$ cat config.mk
export PLATFORM = sky130hd
export DESIGN_NAME = lru_page_replacement_core
export DESIGN_NICKNAME = d
export VERILOG_FILES = /design/src/hdl/lrup_pkg.sv /design/src/hdl/lru_page_replacement_core.sv /design/src/hdl/lrup_ram.sv /design/src/hdl/lrup_ctrl.sv /design/src/hdl/lrup_datapath.sv
export SDC_FILE = /design/constraint.sdc
export NUM_CORES = 1
export LEC_CHECK = 0
export BUFFER_PORTS_ARGS = -buffer_cell sky130_fd_sc_hd__buf_2
export CAP_MARGIN = 20
export CORE_AREA = 2 2 196 198
export CTS_BUF_LIST = sky130_fd_sc_hd__clkbuf_4 sky130_fd_sc_hd__clkbuf_8
export DETAILED_ROUTE_END_ITERATION = 10
export DIE_AREA = 0 0 198 200
export GPL_TIMING_DRIVEN = 0
export PLACE_DENSITY_LB_ADDON = 0.12
export SYNTH_ARGS = -nofsm -noshare
export SYNTH_HDL_FRONTEND = slang
export SYNTH_SLANG_ARGS = --single-unit
$ cat constraint.sdc
create_clock -name clk -period 10.28 [get_ports clk]
set_input_delay 0.514 -clock clk [delete_from_list [all_inputs] [get_ports clk]]
set_output_delay 0.514 -clock clk [all_outputs]
set_load 0.01 [all_outputs]
$ cat src/hdl/lrup_pkg.sv
`timescale 1ns / 1ps
// ----------------------------------------------------------------------------
// lrup_pkg
// Shared widths, the configuration reset value and controller/datapath handshake types for the
// LRU page replacement core.
// ----------------------------------------------------------------------------
package lrup_pkg;

  localparam int PAGE_W         = 16;
  localparam int STAMP_W        = 32;
  localparam int FAULT_W        = 32;
  localparam int CFG_W          = 3;
  localparam int FRAME_W        = 2;
  localparam int NUM_FRAMES_DEF = 4;

  localparam logic [CFG_W-1:0] CFG_RESET = 3'd3;

  // commands from the controller to the datapath
  typedef struct packed {
    logic load;    // capture a new request and clear scan results
    logic rd_en;   // read one frame table entry
    logic cmp_en;  // fold the entry read last cycle into the scan results
    logic commit;  // update the frame table and load the result register
  } cmd_t;

  // status from the datapath to the controller
  typedef struct packed {
    logic out_free;  // result register can take a new result this cycle
  } sts_t;

endpackage

$ cat src/hdl/lru_page_replacement_core.sv
// A request is scanned over N frames, N being the effective frame count
// (frames_in_use, clipped to 1..NUM_FRAMES). The scan reads the frame table
// RAM one entry per cycle; drain and a commit that waits for a free result
// register follow, and a new request is taken only once back in idle.
// Reset (synchronous, active low) clears frame valid bits, the stamp and
// fault counters and sets frames_in_use to 3; no clearing pass is needed.
`timescale 1ns / 1ps
// ----------------------------------------------------------------------------
// lru_page_replacement_core
// LRU page replacement over a small frame set: hit lookup, fill of the first
// empty frame, or eviction of the least recently used frame.
// ----------------------------------------------------------------------------
module lru_page_replacement_core #(
  parameter int NUM_FRAMES = lrup_pkg::NUM_FRAMES_DEF
) (
  input  logic                          clk,
  input  logic                          rst_n,
  input  logic                          cfg_we,
  input  logic [lrup_pkg::CFG_W-1:0]    cfg_wdata,
  input  logic                          in_valid,
  output logic                          in_stall,
  input  logic [lrup_pkg::PAGE_W-1:0]   in_page,
  output logic                          out_valid,
  input  logic                          out_stall,
  output logic                          out_hit,
  output logic [lrup_pkg::FRAME_W-1:0]  out_frame,
  output logic                          out_evicted_valid,
  output logic [lrup_pkg::PAGE_W-1:0]   out_evicted_page,
  output logic [lrup_pkg::FAULT_W-1:0]  out_fault_count
);
  import lrup_pkg::*;

  localparam int IDX_W = (NUM_FRAMES > 1) ? $clog2(NUM_FRAMES) : 1;

  cmd_t             cmd;
  sts_t             sts;
  logic [IDX_W-1:0] last_idx;
  logic [IDX_W-1:0] rd_idx;
  logic [IDX_W-1:0] cmp_idx;

  lrup_ctrl #(
    .NUM_FRAMES (NUM_FRAMES)
  ) u_ctrl (
    .clk      (clk),
    .rst_n    (rst_n),
    .in_valid (in_valid),
    .in_stall (in_stall),
    .sts      (sts),
    .last_idx (last_idx),
    .cmd      (cmd),
    .rd_idx   (rd_idx),
    .cmp_idx  (cmp_idx)
  );

  lrup_datapath #(
    .NUM_FRAMES (NUM_FRAMES)
  ) u_datapath (
    .clk               (clk),
    .rst_n             (rst_n),
    .cfg_we            (cfg_we),
    .cfg_wdata         (cfg_wdata),
    .in_page           (in_page),
    .cmd               (cmd),
    .rd_idx            (rd_idx),
    .cmp_idx           (cmp_idx),
    .sts               (sts),
    .last_idx          (last_idx),
    .out_valid         (out_valid),
    .out_stall         (out_stall),
    .out_hit           (out_hit),
    .out_frame         (out_frame),
    .out_evicted_valid (out_evicted_valid),
    .out_evicted_page  (out_evicted_page),
    .out_fault_count   (out_fault_count)
  );

endmodule

$ cat src/hdl/lrup_ram.sv
`timescale 1ns / 1ps
// ----------------------------------------------------------------------------
// lrup_ram
// Generic single-write, single-read RAM with registered read data.
// ----------------------------------------------------------------------------
module lrup_ram #(
  parameter int WIDTH = 8,
  parameter int DEPTH = 4
) (
  input  logic                                  clk,
  input  logic                                  we,
  input  logic [(DEPTH > 1 ? $clog2(DEPTH) : 1)-1:0] waddr,
  input  logic [WIDTH-1:0]                      wdata,
  input  logic                                  re,
  input  logic [(DEPTH > 1 ? $clog2(DEPTH) : 1)-1:0] raddr,
  output logic [WIDTH-1:0]                      rdata
);

  logic [WIDTH-1:0] mem_r [DEPTH];
  logic [WIDTH-1:0] rdata_r;

  // write port
  always_ff @(posedge clk) begin
    if (we) begin
      mem_r[waddr] <= wdata;
    end
  end

  // registered read port
  always_ff @(posedge clk) begin
    if (re) begin
      rdata_r <= mem_r[raddr];
    end
  end

  assign rdata = rdata_r;

endmodule

$ cat src/hdl/lrup_ctrl.sv
`timescale 1ns / 1ps
// ----------------------------------------------------------------------------
// lrup_ctrl
// Sequencer: accepts a request, walks the active frames one read per cycle,
// then commits the replacement decision once the result register is free.
// ----------------------------------------------------------------------------
module lrup_ctrl #(
  parameter int NUM_FRAMES = 4
) (
  input  logic                                           clk,
  input  logic                                           rst_n,
  input  logic                                           in_valid,
  output logic                                           in_stall,
  input  lrup_pkg::sts_t                                 sts,
  input  logic [(NUM_FRAMES > 1 ? $clog2(NUM_FRAMES) : 1)-1:0] last_idx,
  output lrup_pkg::cmd_t                                 cmd,
  output logic [(NUM_FRAMES > 1 ? $clog2(NUM_FRAMES) : 1)-1:0] rd_idx,
  output logic [(NUM_FRAMES > 1 ? $clog2(NUM_FRAMES) : 1)-1:0] cmp_idx
);
  import lrup_pkg::*;

  localparam int IDX_W = (NUM_FRAMES > 1) ? $clog2(NUM_FRAMES) : 1;

  typedef enum logic [3:0] {
    ST_IDLE   = 4'b0001,
    ST_SCAN   = 4'b0010,
    ST_DRAIN  = 4'b0100,
    ST_COMMIT = 4'b1000
  } state_t;

  state_t           state_r, state_nxt;
  logic [IDX_W-1:0] idx_r, idx_nxt;
  logic             accept;

  assign accept   = in_valid && (state_r == ST_IDLE);
  assign in_stall = (state_r != ST_IDLE);
  assign rd_idx   = idx_r;

  // next state and commands
  always_comb begin
    state_nxt  = state_r;
    idx_nxt    = idx_r;
    cmd        = '0;
    cmp_idx    = idx_r;
    case (state_r)
      ST_IDLE: begin
        idx_nxt = '0;
        if (accept) begin
          cmd.load  = 1'b1;
          state_nxt = ST_SCAN;
        end
      end
      ST_SCAN: begin
        cmd.rd_en  = 1'b1;
        // the entry read in the previous cycle is compared now
        cmd.cmp_en = (idx_r != '0);
        cmp_idx    = idx_r - 1'b1;
        if (idx_r == last_idx) begin
          state_nxt = ST_DRAIN;
        end else begin
          idx_nxt = idx_r + 1'b1;
        end
      end
      ST_DRAIN: begin
        cmd.cmp_en = 1'b1;
        cmp_idx    = idx_r;
        state_nxt  = ST_COMMIT;
      end
      ST_COMMIT: begin
        if (sts.out_free) begin
          cmd.commit = 1'b1;
          state_nxt  = ST_IDLE;
        end
      end
      default: begin
        state_nxt = ST_IDLE;
      end
    endcase
  end

  // state registers
  always_ff @(posedge clk) begin
    if (!rst_n) begin
      state_r <= ST_IDLE;
      idx_r   <= '0;
    end else begin
      state_r <= state_nxt;
      idx_r   <= idx_nxt;
    end
  end

endmodule

$ cat src/hdl/lrup_datapath.sv
`timescale 1ns / 1ps
// ----------------------------------------------------------------------------
// lrup_datapath
// Frame table (page and last-use stamp in RAM, valid bits in flops), scan
// accumulators for hit, first empty and oldest frame, counters and the
// result register.
// ----------------------------------------------------------------------------
module lrup_datapath #(
  parameter int NUM_FRAMES = 4
) (
  input  logic                                           clk,
  input  logic                                           rst_n,
  input  logic                                           cfg_we,
  input  logic [lrup_pkg::CFG_W-1:0]                     cfg_wdata,
  input  logic [lrup_pkg::PAGE_W-1:0]                    in_page,
  input  lrup_pkg::cmd_t                                 cmd,
  input  logic [(NUM_FRAMES > 1 ? $clog2(NUM_FRAMES) : 1)-1:0] rd_idx,
  input  logic [(NUM_FRAMES > 1 ? $clog2(NUM_FRAMES) : 1)-1:0] cmp_idx,
  output lrup_pkg::sts_t                                 sts,
  output logic [(NUM_FRAMES > 1 ? $clog2(NUM_FRAMES) : 1)-1:0] last_idx,
  output logic                                           out_valid,
  input  logic                                           out_stall,
  output logic                                           out_hit,
  output logic [lrup_pkg::FRAME_W-1:0]                   out_frame,
  output logic                                           out_evicted_valid,
  output logic [lrup_pkg::PAGE_W-1:0]                    out_evicted_page,
  output logic [lrup_pkg::FAULT_W-1:0]                   out_fault_count
);
  import lrup_pkg::*;

  localparam int IDX_W = (NUM_FRAMES > 1) ? $clog2(NUM_FRAMES) : 1;
  localparam int ENT_W = PAGE_W + STAMP_W;

  // configuration and counters
  logic [CFG_W-1:0]      cfg_r;
  logic [STAMP_W-1:0]    ref_cnt_r;
  logic [FAULT_W-1:0]    faults_r, faults_nxt;
  logic [NUM_FRAMES-1:0] valid_r;

  // request and scan accumulators
  logic [PAGE_W-1:0]     page_r;
  logic                  found_r;
  logic [IDX_W-1:0]      found_idx_r;
  logic                  empty_r;
  logic [IDX_W-1:0]      empty_idx_r;
  logic [STAMP_W-1:0]    min_stamp_r;
  logic [IDX_W-1:0]      min_idx_r;
  logic [PAGE_W-1:0]     min_page_r;

  // result register
  logic                  out_valid_r;
  logic                  out_hit_r;
  logic [FRAME_W-1:0]    out_frame_r;
  logic                  out_ev_valid_r;
  logic [PAGE_W-1:0]     out_ev_page_r;
  logic [FAULT_W-1:0]    out_fault_r;

  // frame table port signals
  logic [ENT_W-1:0]      rd_data;
  logic [PAGE_W-1:0]     rd_page;
  logic [STAMP_W-1:0]    rd_stamp;
  logic                  rd_valid;
  logic [CFG_W-1:0]      cfg_m1;

  // commit decision
  logic [IDX_W-1:0]      slot;
  logic                  ev_valid;
  logic [PAGE_W-1:0]     ev_page;

  lrup_ram #(
    .WIDTH (ENT_W),
    .DEPTH (NUM_FRAMES)
  ) u_frame_ram (
    .clk   (clk),
    .we    (cmd.commit),
    .waddr (slot),
    .wdata ({page_r, ref_cnt_r}),
    .re    (cmd.rd_en),
    .raddr (rd_idx),
    .rdata (rd_data)
  );

  assign rd_page  = rd_data[ENT_W-1:STAMP_W];
  assign rd_stamp = rd_data[STAMP_W-1:0];
  assign rd_valid = valid_r[cmp_idx];

  // effective frame count: zero acts as one, clipped at NUM_FRAMES
  assign cfg_m1 = cfg_r - 1'b1;
  always_comb begin
    if (cfg_r == '0) begin
      last_idx = '0;
    end else if ({29'd0, cfg_r} > 32'(NUM_FRAMES)) begin
      last_idx = IDX_W'(NUM_FRAMES - 1);
    end else begin
      last_idx = IDX_W'(cfg_m1);
    end
  end

  // hit, then first empty frame, else the oldest stamp
  always_comb begin
    ev_valid = 1'b0;
    ev_page  = '0;
    if (found_r) begin
      slot = found_idx_r;
    end else if (empty_r) begin
      slot = empty_idx_r;
    end else begin
      slot     = min_idx_r;
      ev_valid = 1'b1;
      ev_page  = min_page_r;
    end
  end

  assign faults_nxt = (!found_r && (faults_r != '1)) ? faults_r + 1'b1 : faults_r;

  // configuration register
  always_ff @(posedge clk) begin
    if (!rst_n) begin
      cfg_r <= CFG_RESET;
    end else if (cfg_we) begin
      cfg_r <= cfg_wdata;
    end
  end

  // frame valid bits and saturating counters
  always_ff @(posedge clk) begin
    if (!rst_n) begin
      valid_r   <= '0;
      ref_cnt_r <= '0;
      faults_r  <= '0;
    end else if (cmd.commit) begin
      valid_r[slot] <= 1'b1;
      faults_r      <= faults_nxt;
      if (ref_cnt_r != '1) begin
        ref_cnt_r <= ref_cnt_r + 1'b1;
      end
    end
  end

  // scan accumulators
  always_ff @(posedge clk) begin
    if (!rst_n) begin
      found_r <= 1'b0;
      empty_r <= 1'b0;
    end else if (cmd.load) begin
      found_r <= 1'b0;
      empty_r <= 1'b0;
    end else if (cmd.cmp_en) begin
      if (rd_valid && (rd_page == page_r) && !found_r) begin
        found_r <= 1'b1;
      end
      if (!rd_valid && !empty_r) begin
        empty_r <= 1'b1;
      end
    end
  end

  always_ff @(posedge clk) begin
    if (cmd.load) begin
      page_r <= in_page;
    end
    if (cmd.cmp_en) begin
      if (rd_valid && (rd_page == page_r) && !found_r) begin
        found_idx_r <= cmp_idx;
      end
      if (!rd_valid && !empty_r) begin
        empty_idx_r <= cmp_idx;
      end
      // strict compare keeps the lower index on equal stamps
      if ((cmp_idx == '0) || (rd_stamp < min_stamp_r)) begin
        min_stamp_r <= rd_stamp;
        min_idx_r   <= cmp_idx;
        min_page_r  <= rd_page;
      end
    end
  end

  // result register
  assign sts.out_free = !out_valid_r || !out_stall;

  always_ff @(posedge clk) begin
    if (!rst_n) begin
      out_valid_r <= 1'b0;
    end else if (cmd.commit) begin
      out_valid_r <= 1'b1;
    end else if (!out_stall) begin
      out_valid_r <= 1'b0;
    end
  end

  always_ff @(posedge clk) begin
    if (cmd.commit) begin
      out_hit_r      <= found_r;
      out_frame_r    <= FRAME_W'(slot);
      out_ev_valid_r <= ev_valid;
      out_ev_page_r  <= ev_page;
      out_fault_r    <= faults_nxt;
    end
  end

  assign out_valid         = out_valid_r;
  assign out_hit           = out_hit_r;
  assign out_frame         = out_frame_r;
  assign out_evicted_valid = out_ev_valid_r;
  assign out_evicted_page  = out_ev_page_r;
  assign out_fault_count   = out_fault_r;

endmodule

==> results.json <==
{
  "status": "completed",
  "die_h_um": 200,
  "fin_area_um2": 20610,
  "syn_area_per_cell_um2": 15.03,
  "drtPass1Iterations": 4,
  "synth_seq_cells": 442,
  "synth_area_leaders": "edfxtp_1, dfxtp_1, mux4_2",
  "rrSetupSlack_ns": 5.80,
  "yosysWarnings": 0,
  "io_buffers": 77,
  "drt_iter0_markers": 570,
  "yosysMostFrequentCell": "edfxtp_1",
  "min_path_cells": 1,
  "antenna_found_initial": 0,
  "start_util_pct": 47.70,
  "instances_no_fill": 1928,
  "routedWlPerCell_um": 19.35,
  "post_cts_buffers": 0,
  "grt_pass1_vias": 10350,
  "syn_nets": 1247,
  "vias": 10514,
  "irDropWorstVdd_mv": 0.07849,
  "synthCells": 1187,
  "tns_ns": 0,
  "grt_pass1_wl_um": 58220,
  "n_antenna_cell": 0,
  "period_minus_slack_ns": 4.480,
  "drv_cap": 0,
  "area_growth_pct": 15.54,
  "skew_ns": 0.03499,
  "holdCritPathClass": "in2reg",
  "synth_area_um2": 17840,
  "cts_tree": "done",
  "hold_viol_final": 0,
  "drt.antenna.violating_nets": 0,
  "htree_levels": 3,
  "placed_area_um2": 19210,
  "post-route-drc-count": 0,
  "slew_headroom_pct": 32.23,
  "cp.arrival_ns": 4.77,
  "setup_viol_count_final": 0,
  "critPathCaptureType": "flip-flop",
  "hold_buffers": 0,
  "cts-resized-gates": 0,
  "max_freq_mhz": 223.2,
  "viasPerCell": 5.453,
  "synthDistinctLibCells": 60,
  "overflow": 0,
  "crit_end": "u_datapath.min_stamp_r[14]",
  "power.total_mw": 3.496,
  "clk_pin_slew_ns": 0.06,
  "clkLatencyLatePin_ns": 0.62,
  "rows": 71,
  "cts_inserted_buffers": 72,
  "power_density_nw_per_um2": 169.6,
  "synthArstFlopShare_pct": 0,
  "nets": 1424,
  "core-area_um2": 37400,
  "critical_path.startpoint": "u_ctrl.rd_idx[0]",
  "dpl.cell_count": 1800,
  "leakage_nw": 7.216,
  "cts.sinks": 442,
  "synth_edf_count": 362,
  "grt_setup_unrepaired": "no",
  "yosys.area.top_type": "edfxtp_1",
  "dieArea_um2": 39600,
  "tightest_slew_ns": 1.008,
  "hpwl_um": 25220,
  "cts-root-buf": "clkbuf_8",
  "postRouteWirelength_um": 37310,
  "ioPinCount": 78,
  "die_w_um": 198,
  "synth_common_cells": "edfxtp_1, dfxtp_1, nand2_1",
  "critPathMaxFanout": 23,
  "yosysTopAreaCellShare_pct": 60.93,
  "fill_cells": 3043,
  "fin_crit_sh_pct": 43.58,
  "timing.rr.start": "u_ctrl.rd_idx[0]",
  "crit_path_start_kind": "flip-flop",
  "grt_usage_pct": 19.53,
  "gp_congestion": 0.8584,
  "reg2reg_to": "u_datapath.min_stamp_r[14]",
  "criticalPathCategory": "reg2reg",
  "grt_max_degree": 42,
  "drive_gt1_share_pct": 20.89,
  "crit_required_ns": 10.57,
  "synth-seq-area-share_pct": 69.91,
  "rr_worst_depth": 10,
  "ys.flop_type": "edfxtp_1",
  "cts_buffer_depth": 3,
  "slew_violations": 0
}
==> area by class of cell <==
class / count / area, um2 / area share, %
Sequential cell: 442 / 12470 / 60.50
Multi-Input combinational cell: 643 / 5002 / 24.27
Clock buffer: 104 / 1256 / 6.094
Timing Repair Buffer: 103 / 716.9 / 3.478
Tap cell: 511 / 639.4 / 3.102
Buffer: 50 / 202.7 / 0.9833
Inverter: 52 / 195.2 / 0.9469
Clock inverter: 23 / 128.9 / 0.6252
==> flip-flops by register name, indices dropped and copies added (netlist names), 2 cells and up <==
name / flops
u_ctrl.rd_idx: 2
u_ctrl.state_r: 4
u_datapath.cfg_r: 3
u_datapath.empty_idx_r: 2
u_datapath.faults_r: 32
u_datapath.found_idx_r: 2
u_datapath.min_idx_r: 2
u_datapath.min_page_r: 16
u_datapath.min_stamp_r: 32
u_datapath.out_evicted_page: 16
u_datapath.out_fault_count: 32
u_datapath.out_frame: 2
u_datapath.page_r: 16
u_datapath.ref_cnt_r: 32
u_datapath.u_frame_ram.mem_r: 192
u_datapath.u_frame_ram.rdata: 48
u_datapath.valid_r: 4
==> power breakdown <==
group,switching (mW),leakage (nW),internal (mW)
clock network,0.676,0.740,0.790
logic,0.0480,2.31,0.0271
registers,0.0145,4.17,1.94
total,0.738,7.22,2.76
==> stage by stage <==
step / setup slack (ns) / util [%] / hold WS (ns)
CTS: 5.735 / 55.08 / 0.03768
detailed placement: 5.793 / 51.37 / 0.4399
finish: 5.800 / 55.12 / 0.08850
floorplan: 4.377 / - / 0.4168
global route: 5.469 / 55.12 / 0.04461
global placement: 1.459 / 50.44 / 0.4311
==> how the worst min path moves through the flow <==
stage	start	endpoint	slack (ns)
2_1_floorplan	u_datapath.u_frame_ram.rdata[0]	u_datapath.min_stamp_r[0]	0.42
3_3_place_gp	u_datapath.u_frame_ram.rdata[0]	u_datapath.min_stamp_r[0]	0.43
3_5_place_dp	u_datapath.u_frame_ram.rdata[0]	u_datapath.min_stamp_r[0]	0.44
4_1_cts	in_page[2]	u_datapath.page_r[2]	0.04
5_1_grt	in_page[7]	u_datapath.page_r[7]	0.04
6_report	in_page[2]	u_datapath.page_r[2]	0.09
==> critical path, cell delays in order, from the launching register on <==
cell and delay [ns]:
dfxtp_1 0.31, clkbuf_1 0.36, buf_1 0.70, inv_1 0.18, ha_1 0.25, or3b_2 0.43, a211oi_1 0.62, a311o_1 0.26
o221ai_1 0.16, a21oi_4 0.58, buf_12 0.27
==> placed cells by master, fill, tap and decap left out, types with 6 or more instances in the layout <==
| master | count |
|---|---|
| or3_1 | 28 |
| and3_1 | 11 |
| nand3_1 | 43 |
| a21oi_1 | 60 |
| xor2_1 | 30 |
| o31ai_1 | 21 |
| nand2_1 | 67 |
| dfxtp_1 | 80 |
| mux2i_1 | 17 |
| nor3_1 | 17 |
| xnor2_1 | 20 |
| clkinv_1 | 7 |
| clkbuf_4 | 28 |
| and4_1 | 6 |
| buf_6 | 18 |
| clkbuf_8 | 76 |
| o211ai_1 | 7 |
| clkinv_2 | 9 |
| buf_2 | 82 |
| nor2_1 | 34 |
| nand2b_1 | 15 |
| mux4_2 | 48 |
| ha_1 | 36 |
| buf_1 | 8 |
| nand4_1 | 27 |
| and2_1 | 20 |
| o21ai_0 | 32 |
| edfxtp_1 | 362 |
| inv_1 | 50 |
| clkbuf_1 | 35 |
| or4_1 | 23 |
| nor4_1 | 18 |
==> cells by family after synthesis <==
kind of cell,Yosys count,synth area share (%)
flip-flops,442,69.91
AND/OR/NAND/NOR,334,10.36
AO/OA/AOI/OAI,155,5.323
buffers and inverters,102,2.230
multiplexers,68,7.202
XOR/XNOR,50,2.455
adder cells (fa/ha/maj),36,2.525
==> routing by layer <==
metal / vias to the layer above / part of all wire (%) / GRT usage, %
li1: 4969 / - / -
met1: 5199 / 44 / 26.48
met2: 277 / 48 / 31.60
met3: 69 / 5.1 / 3.394
met4: 0 / 2.5 / 7.964
met5: - / 0 / 0
Note: power is estimated with default switching activity, not from simulation.
